===== config.mk =====
export PLATFORM = sky130hd
export DESIGN_NAME = digit_crossfade_sequencer
export DESIGN_NICKNAME = d
export VERILOG_FILES = /design/src/rtl/dcs_pkg.sv /design/src/rtl/dcs_frame.sv /design/src/rtl/dcs_share.sv /design/src/rtl/digit_crossfade_sequencer.sv
export SDC_FILE = /design/constraint.sdc
export NUM_CORES = 2
export LEC_CHECK = 0
export BUFFER_PORTS_ARGS = -buffer_cell sky130_fd_sc_hd__buf_2
export CORE_MARGIN = 2
export CORE_UTILIZATION = 55
export DETAILED_ROUTE_END_ITERATION = 8
export PLACE_DENSITY = 0.78
export SKIP_LAST_GASP = 1
export SLEW_MARGIN = 20
export SYNTH_ARGS = -nofsm -noshare
export SYNTH_HDL_FRONTEND = slang
export SYNTH_SLANG_ARGS = --single-unit

===== constraint.sdc =====
create_clock -name clk -period 10.04 [get_ports clk]
set_input_delay 1.004 -clock clk [delete_from_list [all_inputs] [get_ports clk]]
set_output_delay 1.004 -clock clk [all_outputs]
set_load 0.01 [all_outputs]

===== src/rtl/dcs_pkg.sv =====
package dcs_pkg;

  localparam int SLOTS_DEFAULT  = 100;
  localparam int DIGITS_DEFAULT = 6;
  localparam int OUT_DIGITS     = 6;

  localparam logic [1:0] KIND_SET  = 2'd0;
  localparam logic [1:0] KIND_FADE = 2'd1;
  localparam logic [1:0] KIND_TICK = 2'd2;

  localparam logic [1:0] PHASE_IDLE   = 2'd0;
  localparam logic [1:0] PHASE_FIRST  = 2'd1;
  localparam logic [1:0] PHASE_SECOND = 2'd2;

  localparam logic [3:0]  BLANK_IDX   = 4'd10;
  localparam logic [15:0] TICKS_RESET = 16'd50;
  localparam logic [7:0]  DOTS_RESET  = 8'hFF;

  localparam longint PI_Q30  = 64'sd3373259426;
  localparam longint ONE_Q30 = 64'sd1073741824;

  typedef logic [3:0] digit_t;

  typedef struct packed {
    logic idle;
    logic adv;
  } share_ctl_t;

  typedef struct packed {
    logic [15:0] cur;
    logic [15:0] nxt;
  } share_t;

  // saturate to 99, then tens via multiply by 103 >> 10
  function automatic digit_t bcd_digit(input logic [6:0] v, input logic ones);
    logic [6:0]  s;
    logic [13:0] prod;
    logic [3:0]  tens;
    logic [6:0]  rem;
    s    = (v > 7'd99) ? 7'd99 : v;
    prod = 14'(s) * 14'd103;
    tens = prod[13:10];
    rem  = s - 7'(tens) * 7'd10;
    return ones ? rem[3:0] : tens;
  endfunction

endpackage


===== src/rtl/dcs_frame.sv =====
module dcs_frame #(
  parameter int DIGIT_COUNT = dcs_pkg::DIGITS_DEFAULT
) (
  input  logic [6:0]      hours,
  input  logic [6:0]      minutes,
  input  logic [6:0]      seconds,
  input  logic            hours_blank,
  input  logic            minutes_blank,
  input  logic            seconds_blank,
  output dcs_pkg::digit_t frame [DIGIT_COUNT]
);

  for (genvar gp = 0; gp < DIGIT_COUNT; gp++) begin : g_pos
    localparam int   PAIR = gp / 2;
    localparam logic ONES = (gp % 2) == 1;
    if (PAIR > 2) begin : g_blank
      assign frame[gp] = dcs_pkg::BLANK_IDX;
    end else begin : g_digit
      logic [6:0] val;
      logic       blk;
      assign val = (PAIR == 0) ? hours : (PAIR == 1) ? minutes : seconds;
      assign blk = (PAIR == 0) ? hours_blank : (PAIR == 1) ? minutes_blank : seconds_blank;
      assign frame[gp] = blk ? dcs_pkg::BLANK_IDX : dcs_pkg::bcd_digit(val, ONES);
    end
  end

endmodule


===== src/rtl/dcs_share.sv =====
module dcs_share #(
  parameter int SLOTS_PER_PHASE = dcs_pkg::SLOTS_DEFAULT,
  localparam int SLOT_W = $clog2(SLOTS_PER_PHASE)
) (
  input  logic                clk,
  input  dcs_pkg::share_ctl_t ctl,
  input  logic [SLOT_W-1:0]   slot,
  input  logic [15:0]         ticks,
  output dcs_pkg::share_t     share
);

  // Q0.16 raised cosine, cos^2 by Taylor series in Q30
  function automatic logic [15:0] weight_for(input int idx);
    longint x, x2, term, sum;
    longint unsigned c, sq, w;
    x    = (dcs_pkg::PI_Q30 * longint'(idx)) / (2 * SLOTS_PER_PHASE);
    x2   = (x * x) >>> 30;
    term = dcs_pkg::ONE_Q30;
    sum  = dcs_pkg::ONE_Q30;
    term = ((term * x2) >>> 30) / 2;   sum = sum - term;
    term = ((term * x2) >>> 30) / 12;  sum = sum + term;
    term = ((term * x2) >>> 30) / 30;  sum = sum - term;
    term = ((term * x2) >>> 30) / 56;  sum = sum + term;
    term = ((term * x2) >>> 30) / 90;  sum = sum - term;
    term = ((term * x2) >>> 30) / 132; sum = sum + term;
    term = ((term * x2) >>> 30) / 182; sum = sum - term;
    term = ((term * x2) >>> 30) / 240; sum = sum + term;
    if (sum < 0) sum = 0;
    c  = longint'(sum);
    sq = c * c;
    w  = (sq + (64'd1 << 43)) >> 44;
    if (w > 64'd65535) w = 64'd65535;
    return w[15:0];
  endfunction

  localparam logic [15:0] W0 = weight_for(0);
  localparam logic [15:0] W1 = weight_for(1);

  logic [15:0]     weight_tab [SLOTS_PER_PHASE];
  logic [15:0]     w_cur;
  logic [15:0]     w_nxt;
  logic [SLOT_W:0] idx_sum;
  logic [SLOT_W:0] idx_wrap;
  logic [15:0]     w_ahead;
  logic [31:0]     rnd_cur;
  logic [31:0]     rnd_nxt;

  for (genvar gi = 0; gi < SLOTS_PER_PHASE; gi++) begin : g_tab
    localparam logic [15:0] W = weight_for(gi);
    assign weight_tab[gi] = W;
  end

  // weight two slots ahead, wrapped; shares follow the live slot_ticks
  always_comb begin
    idx_sum   = {1'b0, slot} + (SLOT_W + 1)'(2);
    idx_wrap  = (idx_sum >= (SLOT_W + 1)'(SLOTS_PER_PHASE))
              ? idx_sum - (SLOT_W + 1)'(SLOTS_PER_PHASE) : idx_sum;
    w_ahead   = weight_tab[idx_wrap[SLOT_W-1:0]];
    rnd_cur   = 32'(w_cur) * 32'(ticks) + 32'd32768;
    rnd_nxt   = 32'(w_nxt) * 32'(ticks) + 32'd32768;
    share.cur = rnd_cur[31:16];
    share.nxt = rnd_nxt[31:16];
  end

  always_ff @(posedge clk) begin
    if (ctl.idle) begin
      w_cur <= W0;
      w_nxt <= W1;
    end else if (ctl.adv) begin
      w_cur <= w_nxt;
      w_nxt <= w_ahead;
    end
  end

endmodule


===== src/rtl/digit_crossfade_sequencer.sv =====
// channel | signals                        | transaction when
// --------+--------------------------------+----------------------------
// in      | in_valid, in_stall, item ports | in_valid & !in_stall
// out     | out_valid, out_stall, results  | out_valid & !out_stall
// cfg     | cfg_we, cfg_wdata (slot_ticks) | cfg_we
//
// One transaction per clock while out_stall is low; an item passes the input register, then the result register.
// Table weights of the current and next slot sit in registers; two 16x16 multipliers
// scale them by slot_ticks in the same cycle.
// rst is synchronous; control and fade state clear, shown dots go to all ones, slot_ticks returns to 50.
// A stalled result holds; one more item may wait in the input register.
module digit_crossfade_sequencer #(
  parameter int SLOTS_PER_PHASE = dcs_pkg::SLOTS_DEFAULT,
  parameter int DIGIT_COUNT     = dcs_pkg::DIGITS_DEFAULT,
  localparam int SLOT_W = $clog2(SLOTS_PER_PHASE)
) (
  input  logic        clk,
  input  logic        rst,
  input  logic        in_valid,
  output logic        in_stall,
  input  logic [1:0]  kind,
  input  logic [6:0]  hours,
  input  logic [6:0]  minutes,
  input  logic [6:0]  seconds,
  input  logic        hours_blank,
  input  logic        minutes_blank,
  input  logic        seconds_blank,
  input  logic [7:0]  dot_bits,
  input  logic        full_blank,
  output logic        out_valid,
  input  logic        out_stall,
  output logic [3:0]  shown_d0,
  output logic [3:0]  shown_d1,
  output logic [3:0]  shown_d2,
  output logic [3:0]  shown_d3,
  output logic [3:0]  shown_d4,
  output logic [3:0]  shown_d5,
  output logic [7:0]  shown_dots,
  output logic        busy_res,
  output logic        rejected,
  input  logic        cfg_we,
  input  logic [15:0] cfg_wdata
);

  logic [15:0] slot_ticks;
  logic [15:0] eff_ticks;

  logic        s1_valid;
  logic [1:0]  s1_kind;
  logic [6:0]  s1_hours;
  logic [6:0]  s1_minutes;
  logic [6:0]  s1_seconds;
  logic        s1_hours_blank;
  logic        s1_minutes_blank;
  logic        s1_seconds_blank;
  logic [7:0]  s1_dots;
  logic        s1_full_blank;
  logic        in_take;
  logic        move;

  dcs_pkg::digit_t shown_digits       [DIGIT_COUNT];
  dcs_pkg::digit_t shown_digits_next  [DIGIT_COUNT];
  dcs_pkg::digit_t from_digits        [DIGIT_COUNT];
  dcs_pkg::digit_t from_digits_next   [DIGIT_COUNT];
  dcs_pkg::digit_t middle_digits      [DIGIT_COUNT];
  dcs_pkg::digit_t middle_digits_next [DIGIT_COUNT];
  dcs_pkg::digit_t target_digits      [DIGIT_COUNT];
  dcs_pkg::digit_t target_digits_next [DIGIT_COUNT];
  dcs_pkg::digit_t new_frame          [DIGIT_COUNT];
  dcs_pkg::digit_t res_digits         [DIGIT_COUNT];
  logic [3:0]      port_d             [dcs_pkg::OUT_DIGITS];

  logic [7:0]        shown_dot_bits, shown_dot_bits_next;
  logic [7:0]        dots_old, dots_old_next;
  logic [7:0]        dots_mid, dots_mid_next;
  logic [7:0]        dots_new, dots_new_next;
  logic [1:0]        fade_phase, fade_phase_next;
  logic [SLOT_W-1:0] slot_index, slot_index_next;
  logic              showing_next, showing_next_next;
  logic [15:0]       tick_count, tick_count_next;
  logic [16:0]       tc_inc;
  logic              busy;
  logic              rej;
  logic              slot_end;
  logic              fade_done;

  logic [7:0] res_dots;
  logic       res_busy;
  logic       res_rej;

  dcs_pkg::share_ctl_t share_ctl;
  dcs_pkg::share_t     share;

  assign eff_ticks = (slot_ticks == 16'd0) ? 16'd1 : slot_ticks;
  assign in_stall  = s1_valid && out_valid && out_stall;
  assign in_take   = in_valid && !in_stall;
  assign move      = s1_valid && !(out_valid && out_stall);
  assign busy      = fade_phase != dcs_pkg::PHASE_IDLE;
  assign tc_inc    = {1'b0, tick_count} + 17'd1;
  assign slot_end  = tc_inc >= {1'b0, eff_ticks};

  assign share_ctl.idle = !busy;
  assign share_ctl.adv  = move && (s1_kind == dcs_pkg::KIND_TICK) && busy && slot_end;

  dcs_frame #(.DIGIT_COUNT(DIGIT_COUNT)) u_frame (
    .hours         (s1_hours),
    .minutes       (s1_minutes),
    .seconds       (s1_seconds),
    .hours_blank   (s1_hours_blank),
    .minutes_blank (s1_minutes_blank),
    .seconds_blank (s1_seconds_blank),
    .frame         (new_frame)
  );

  dcs_share #(.SLOTS_PER_PHASE(SLOTS_PER_PHASE)) u_share (
    .clk   (clk),
    .ctl   (share_ctl),
    .slot  (slot_index),
    .ticks (eff_ticks),
    .share (share)
  );

  always_comb begin
    shown_digits_next   = shown_digits;
    from_digits_next    = from_digits;
    middle_digits_next  = middle_digits;
    target_digits_next  = target_digits;
    shown_dot_bits_next = shown_dot_bits;
    dots_old_next       = dots_old;
    dots_mid_next       = dots_mid;
    dots_new_next       = dots_new;
    fade_phase_next     = fade_phase;
    slot_index_next     = slot_index;
    showing_next_next   = showing_next;
    tick_count_next     = tick_count;
    fade_done           = 1'b0;
    rej = busy && (s1_kind == dcs_pkg::KIND_SET || s1_kind == dcs_pkg::KIND_FADE);
    case (s1_kind)
      dcs_pkg::KIND_SET: begin
        if (!busy) begin
          shown_digits_next   = new_frame;
          shown_dot_bits_next = s1_dots;
        end
      end
      dcs_pkg::KIND_FADE: begin
        if (!busy) begin
          from_digits_next   = shown_digits;
          target_digits_next = new_frame;
          dots_old_next      = shown_dot_bits;
          dots_new_next      = s1_dots;
          for (int p = 0; p < DIGIT_COUNT; p++) begin
            if (s1_full_blank || shown_digits[p] != new_frame[p]) begin
              middle_digits_next[p] = dcs_pkg::BLANK_IDX;
            end else begin
              middle_digits_next[p] = new_frame[p];
            end
          end
          dots_mid_next = (s1_full_blank || shown_dot_bits != s1_dots) ? 8'd0 : s1_dots;
          fade_phase_next   = dcs_pkg::PHASE_FIRST;
          slot_index_next   = '0;
          tick_count_next   = 16'd0;
          showing_next_next = share.cur == 16'd0;
          if (showing_next_next) begin
            shown_digits_next   = middle_digits_next;
            shown_dot_bits_next = dots_mid_next;
          end
        end
      end
      dcs_pkg::KIND_TICK: begin
        if (busy) begin
          if (slot_end) begin
            tick_count_next   = 16'd0;
            showing_next_next = share.nxt == 16'd0;
            if (slot_index == SLOT_W'(SLOTS_PER_PHASE - 1)) begin
              slot_index_next = '0;
              if (fade_phase == dcs_pkg::PHASE_FIRST) begin
                fade_phase_next = dcs_pkg::PHASE_SECOND;
              end else begin
                fade_phase_next = dcs_pkg::PHASE_IDLE;
                fade_done       = 1'b1;
              end
            end else begin
              slot_index_next = slot_index + SLOT_W'(1);
            end
          end else begin
            tick_count_next = tc_inc[15:0];
            if (tc_inc >= {1'b0, share.cur}) showing_next_next = 1'b1;
          end
          if (fade_done) begin
            showing_next_next   = 1'b0;
            shown_digits_next   = target_digits;
            shown_dot_bits_next = dots_new;
          end else if (fade_phase_next == dcs_pkg::PHASE_FIRST) begin
            shown_digits_next   = showing_next_next ? middle_digits : from_digits;
            shown_dot_bits_next = showing_next_next ? dots_mid : dots_old;
          end else begin
            shown_digits_next   = showing_next_next ? target_digits : middle_digits;
            shown_dot_bits_next = showing_next_next ? dots_new : dots_mid;
          end
        end
      end
      default: begin
      end
    endcase
  end

  always_ff @(posedge clk) begin
    if (rst) begin
      slot_ticks <= dcs_pkg::TICKS_RESET;
    end else if (cfg_we) begin
      slot_ticks <= cfg_wdata;
    end
  end

  always_ff @(posedge clk) begin
    if (rst) begin
      s1_valid  <= 1'b0;
      out_valid <= 1'b0;
    end else begin
      if (in_take) s1_valid <= 1'b1;
      else if (move) s1_valid <= 1'b0;
      if (move) out_valid <= 1'b1;
      else if (!out_stall) out_valid <= 1'b0;
    end
  end

  always_ff @(posedge clk) begin
    if (in_take) begin
      s1_kind          <= kind;
      s1_hours         <= hours;
      s1_minutes       <= minutes;
      s1_seconds       <= seconds;
      s1_hours_blank   <= hours_blank;
      s1_minutes_blank <= minutes_blank;
      s1_seconds_blank <= seconds_blank;
      s1_dots          <= dot_bits;
      s1_full_blank    <= full_blank;
    end
    if (move) begin
      res_digits <= shown_digits_next;
      res_dots   <= shown_dot_bits_next;
      res_busy   <= fade_phase_next != dcs_pkg::PHASE_IDLE;
      res_rej    <= rej;
    end
  end

  always_ff @(posedge clk) begin
    if (rst) begin
      for (int p = 0; p < DIGIT_COUNT; p++) begin
        shown_digits[p]  <= 4'd0;
        from_digits[p]   <= 4'd0;
        middle_digits[p] <= 4'd0;
        target_digits[p] <= 4'd0;
      end
      shown_dot_bits <= dcs_pkg::DOTS_RESET;
      dots_old       <= 8'd0;
      dots_mid       <= 8'd0;
      dots_new       <= 8'd0;
      fade_phase     <= dcs_pkg::PHASE_IDLE;
      slot_index     <= '0;
      showing_next   <= 1'b0;
      tick_count     <= 16'd0;
    end else if (move) begin
      shown_digits   <= shown_digits_next;
      from_digits    <= from_digits_next;
      middle_digits  <= middle_digits_next;
      target_digits  <= target_digits_next;
      shown_dot_bits <= shown_dot_bits_next;
      dots_old       <= dots_old_next;
      dots_mid       <= dots_mid_next;
      dots_new       <= dots_new_next;
      fade_phase     <= fade_phase_next;
      slot_index     <= slot_index_next;
      showing_next   <= showing_next_next;
      tick_count     <= tick_count_next;
    end
  end

  for (genvar gp = 0; gp < dcs_pkg::OUT_DIGITS; gp++) begin : g_out
    if (gp < DIGIT_COUNT) begin : g_used
      assign port_d[gp] = res_digits[gp];
    end else begin : g_none
      assign port_d[gp] = dcs_pkg::BLANK_IDX;
    end
  end

  assign shown_d0   = port_d[0];
  assign shown_d1   = port_d[1];
  assign shown_d2   = port_d[2];
  assign shown_d3   = port_d[3];
  assign shown_d4   = port_d[4];
  assign shown_d5   = port_d[5];
  assign shown_dots = res_dots;
  assign busy_res   = res_busy;
  assign rejected   = res_rej;

endmodule


Yosys cells after proc, flatten, opt, wreduce, memory -nomap -nowiden
Memory sizes are Yosys's and may differ from the RTL's. A register that Yosys moved wholly into a read port is not among the register bits.
Cells that the tools add are included.
{"block": "classes", "add_sub_neg": 9, "multipliers": 8, "order_cmp": 6, "eq_ne": 16, "n_mux": 70, "n_bitwise": 2, "n_reduce_logical": 31}
{"op": "24-bit two-way mux", "n": 8}
{"op": "8-bit two-way mux", "n": 9}
{"op": "24-bit case mux with 3 select lines", "n": 1}
{"op": "32-bit by 16-bit adder with 32-bit output (second input constant)", "n": 2}
{"op": "16-bit by 16-bit multiplier with 32-bit output", "n": 2}
{"op": "16-bit two-way mux", "n": 4}
{"op": "7-bit two-way mux", "n": 8}
{"op": "16-bit zero test", "n": 3}
{"op": "4-bit two-way mux", "n": 12}
{"op": "7-bit by 7-bit multiplier with 14-bit output (second input constant)", "n": 3}
{"op": "17-bit by 16-bit greater-or-equal comparator with 1-bit output", "n": 2}
{"op": "16-bit case mux with 2 select lines", "n": 1}
{"op": "4-bit != test", "n": 6}
{"op": "8-bit case mux with 3 select lines", "n": 1}
{"op": "7-bit greater-than comparator (second input constant)", "n": 3}
{"op": "16-bit by 1-bit adder with 17-bit output (second input constant)", "n": 1}
{"op": "1-bit two-way mux", "n": 16}
{"op": "2-bit two-way mux", "n": 7}
{"op": "7-bit case mux with 2 select lines", "n": 1}
{"op": "4-bit by 3-bit multiplier with 3-bit output (second input constant)", "n": 3}
{"op": "4-bit subtractor", "n": 3}
{"op": "1-bit logical AND", "n": 9}
{"op": "7-bit by 2-bit adder with 8-bit output (second input constant)", "n": 1}
{"op": "8-bit by 7-bit greater-or-equal comparator with 1-bit output (second input constant)", "n": 1}
{"op": "19 further kinds", "n": 35}
{"block": "totals", "register_bits": 257, "romBits": 2048, "inputBits": 56, "output_inout_bits": 36, "wordCells": 197, "mem_count": 1}
{"memory": "(name not given)", "words": 128, "word_bits": 16, "read_ports": 1, "rd_clocked_by_memory_dff": 1, "wr": 0, "line": "dcs_share.sv:58", "text": "w_ahead = weight_tab[idx_wrap[SLOT_W-1:0]];"}

Logic depth before layout (Yosys ltp)
{"block": "logic_depth", "word_depth": 14, "depth_mapped": 37, "depth_no_buf": 33}

By module
Synthesis repeated with hierarchy kept, for this count alone.
{"block": "hier_totals", "cells_unflattened": 4220, "area_unflattened_um2": 35945.7}
{"mod": "dcs_share", "n_inst": 1, "cells_each": 2335, "area_each_um2": 19780.2, "seq_area_each_um2": 640.6}
{"mod": "digit_crossfade_sequencer", "n_inst": 1, "cells_each": 1515, "area_each_um2": 12909.9, "seq_area_each_um2": 5515.3}
{"mod": "dcs_frame", "n_inst": 1, "cells_each": 370, "area_each_um2": 3255.6, "seq_area_each_um2": 0.0}

Worst setup path before layout
OpenSTA, ideal clock, no wires.
{"block": "synth_timing", "kind": "register -> register", "start": "reg slot_ticks[3]", "end": "reg res_digits, in the netlist shown_d4[3], data pin", "t_arrival_ns": 8.519, "path_slack_ns": 1.261, "path_stages_with_launch": 36, "path_buffers": 3, "path_cell_list": "dfxtp_1 -> clkbuf_1 -> clkbuf_1 -> nand2_1 -> fa_1 -> inv_1 -> fa_1 -> inv_1 -> fa_1 -> inv_1 -> fa_1 -> fa_1 -> inv_1 -> fa_1 -> inv_1 -> ha_1 -> clkbuf_1 -> a21o_1 -> a21bo_2 -> a31oi_1 -> o21ai_1 -> a21o_1 -> a311oi_1 -> xnor2_1 -> inv_1 -> ha_1 -> nand3_1 -> nor4_1 -> a41oi_1 -> o311a_1 -> nor2_1 -> nor2_1 -> a221o_2 -> a221o_1 -> a211oi_2 -> nor2_1"}
{"item": "start: declaration", "line": "digit_crossfade_sequencer.sv:45", "text": "logic [15:0] slot_ticks;"}
{"item": "start signal: assignment", "line": "digit_crossfade_sequencer.sv:209", "text": "slot_ticks <= dcs_pkg::TICKS_RESET;"}
{"item": "start signal: assignment", "line": "digit_crossfade_sequencer.sv:211", "text": "slot_ticks <= cfg_wdata;"}
{"item": "end signal: assignment", "line": "digit_crossfade_sequencer.sv:240", "text": "res_digits <= shown_digits_next;"}
{"item": "end: declaration", "line": "digit_crossfade_sequencer.sv:70", "text": "dcs_pkg::digit_t res_digits [DIGIT_COUNT];"}

==> results.md <==
* Status: finished clean
* PnR worst setup slack at about 0.30 ns
* RSZ-0062 raised after global routing: yes
* CTS buffer count at 31
* Critical Path RT at between 10 and 15 ns
* Area leader, netlist: fa_1
* Pint at between 5 and 6 mW
* Crit-path slowest cell: nor4_2
* CTS tree: built
* Gr usage total at between 20% and 30%
* CP Depth at 26
* Most common cell in the netlist: inv_1
* Crit path DAT at 10.07 ns
* Setup Crit Path Kind: flip-flop to flip-flop
* # hold bufs at CTS at 0
* Root buffer cell: clkbuf_16
* CTS clk-pin slew, worst paths at 0.06 ns
* Die W at 266 µm
* Actual slew at the worst max-slew pin at between 1 and 1.5 ns
* Top cells by count, synth: inv_1 (593), nand2_1 (560), fa_1 (413)
* Fin cells at approximately 5,400
* Placed Instances at between 5,000 and 6,000
* Seq pwr share at between 9 and 10%
* Clock Latency Late Sink at around 0.59 ns
* GP Congestion at between 0.9 and 1
* Number of global-route vias before repair at 32,600
* # DRC at 0
* Port bufs at 91
* HP Class: flip-flop to flip-flop
* CP top delay family: adder cells
* Tmin final at around 9.7 ns
* Area grow syn2layout at 6.04%
* Maximum operating frequency at between 100 and 150 MHz
* Drt total wl at 106 mm
* FP Rows at between 90 and 100
* Fin. Hold Viols at 0
* Layout Utilization at between 50% and 60%
* Core area at 0.0683 mm²
* H-tree levels at 1
* Fin crit share at 97.0%
* Crit path buffers/inverters at 6
* Main synth FF type: dfxtp_1
* Leak at 18.2 nW
* Post-detail-place hpwl at slightly below 80 mm
* Max-cap check violation count at 0
* DRT iter0 DRCs at about 3,400
* Die ar. at ~0.07 mm²
* Final Max Tran Viols at 0
* Maximum buffer depth of the clock tree at 3
* First-pass GRT wire length at approximately 170 mm
* Worst VDD drop at 583 µV
* Share of the synthesized area in the top cell type at ~22%
* Most common cell on crit path: fa_1
* Seq/Total Area, Yosys at between 15 and 20%
* Synth area leaders: fa_1 (22%), ha_1 (13%), dfxtp_1 (11%)
* Filler cell count at 5,892
* Syn Area/Cell at ~8.3 µm²
* Drt pass-1 iters at 6
* DP Area at approximately 0.04 mm²
* EDFF count, synth at 69
* Clk_skew at approximately 0.02 ns
* Final nets at about 5,400
* Reg2Reg Depth at 26
* Synth async-reset ratio at 0%
* Synth warn at 0
* Yosys reg bits at between 200 and 300
* Final ANT Viol Nets at 0
* P per Cell Area at approximately 330 mW/mm²
* Initial antenna violation count at 6
* Logic pwr share at slightly above 80%
* Starting Density at between 50% and 60%
* Slew HR at ~26%
* Aggregate global routing overflow at 0
* Synth Instances at between 4,000 and 5,000
* Final Cell Area at around 0.040 mm²
* Hold path depth at 2
* CTS sink count at about 270
* Crit. End Element: flip-flop
* Chip Height at ~270 µm
* Cell variety after synth at 97
* Final Setup Violations at 0
* Slowest stage delay, CP at approximately 0.74 ns
* Largest net degree at the start of global routing at 96
* Top-level port count at 92
* Share of post-route cells with drive strength above 1 at 7.08%
* Switching Fraction at a little under three fifths
* Startpoint Class: flip-flop
* CP max FO at 18
* Clock Power Share at 8.8%
* NetSw at 7.44 mW
* Wirelength per Cell at approximately 20 µm
* Cell Area, Synth at 0.0378 mm²
* Net Count, Synth at 5,437
* Via density at 6.13
* Setup WS pre-CTS at 0.406 ns
* Total number of vias at ~33,000
state kept, by name, summed over array words and instances, names as in the netlist, 8 cells and up:
signal and cells:
u_share.w_cur 16, dots_mid 8, middle_digits 24, from_digits 24
shown_digits 24, shown_dot_bits 8, dots_new 8, slot_ticks 16
tick_count 16, s1_dots 8, dots_old 8, u_share.w_nxt 16
target_digits 24, shown_dots 8
cells in the final DEF, fill, tap and decap left out, types with 27 or more instances in the layout:
master,n
a211oi_1,56
a21o_1,30
a21oi_1,285
a22oi_1,27
a31oi_1,43
and2_1,304
and3_1,35
buf_2,90
buf_4,85
clkbuf_16,33
dfxtp_1,197
edfxtp_1,69
fa_1,413
ha_1,395
inv_1,592
mux2i_1,55
nand2_1,559
nand3_1,59
nand4_1,36
nor2_1,298
nor2b_1,32
nor3_1,71
o211ai_1,35
o21ai_0,170
or3_1,31
xnor2_1,57
xor2_1,38
metrics by stage:
stage,setup TNS (ns),power (mW),hold WS [ns]
after global placement,0,11.9,0.436
after CTS,0,13.2,0.449
after detailed placement,0,12.0,0.441
after global routing,-0.0742,14.8,0.471
final,0,13.4,0.449
after floorplan,0,9.13,0.427
cell type report:
class	instances	area (µm²)	share of cell area, %
Antenna cell	1	2.50	0.00624
Clock buffer	43	923	2.30
Clock inverter	15	139	0.346
Inverter	594	2230	5.56
Multi-Input combinational cell	3420	28400	70.9
Sequential cell	273	6160	15.4
Tap cell	882	1100	2.75
Timing Repair Buffer	176	1120	2.78
path summary, 6_finish.rpt:
| check | slack, ns | startpoint | end |
|---|---|---|---|
| min | 0.45 | middle_digits[14] | middle_digits[14] |
| min reg2reg | 0.45 | middle_digits[14] | middle_digits[14] |
| max | 0.30 | slot_ticks[1] | shown_d4[3] |
| max reg2reg | 0.30 | slot_ticks[1] | shown_d4[3] |
power groups by stage:
stage | logic (mW) | registers (mW) | clock network, mW
final | 11.0 | 1.22 | 1.18
after global routing | 12.3 | 1.23 | 1.23
after CTS | 10.8 | 1.22 | 1.19
after detailed placement | 10.7 | 1.25 | 0
after global placement | 10.6 | 1.25 | 0
after floorplan | 7.91 | 1.22 | 0
logic make-up (layout without fill, tap and decap cells):
logic type      Yosys count  count (layout)  share of synthesized area (%)
simple gates           1545            1545                           19.9
compound gates          900             900                           15.8
buf+inv                 880             828                           8.84
fa+ha+maj               808             808                           34.9
flops                   273             273                           16.3
xor+xnor                102             102                           2.44
mux                      65              65                           1.78
other cells               0               1                              0
metal layers:
metal,share of wire [%],up-vias,global-route usage (%)
li1,-,15200,-
met1,40,15900,39.4
met2,46,1712,49.1
met3,9.6,319,4.60
met4,4.2,10,12.0
met5,0.058,-,0
worst reg2reg max path: stages, from the launching register on:
cell      delay (ns)
dfxtp_1         0.71
buf_4           0.39
nand2_1         0.13
fa_1            0.59
inv_1           0.06
fa_1            0.54
inv_1           0.05
fa_1            0.49
inv_1           0.05
fa_1            0.53
inv_1           0.05
fa_1            0.47
inv_1           0.05
fa_1            0.46
ha_1            0.38
and4_1          0.20
nand3_1         0.12
o32ai_1         0.19
or4b_2          0.72
a22oi_1         0.31
nand4_1         0.16
nor4_2          0.74
nand3_1         0.67
a221o_2         0.68
a221o_1         0.41
a211oi_2        0.29
nor2_1          0.07
what timing repair did:
| item | CTS | global route |
|---|---|---|
| endpoints found under the setup margin | 0 | 23 |
| resized for setup | 0 | 9 |
| buffers inserted | 0 | 0 |
No activity file was read; power rests on OpenSTA's default activity.
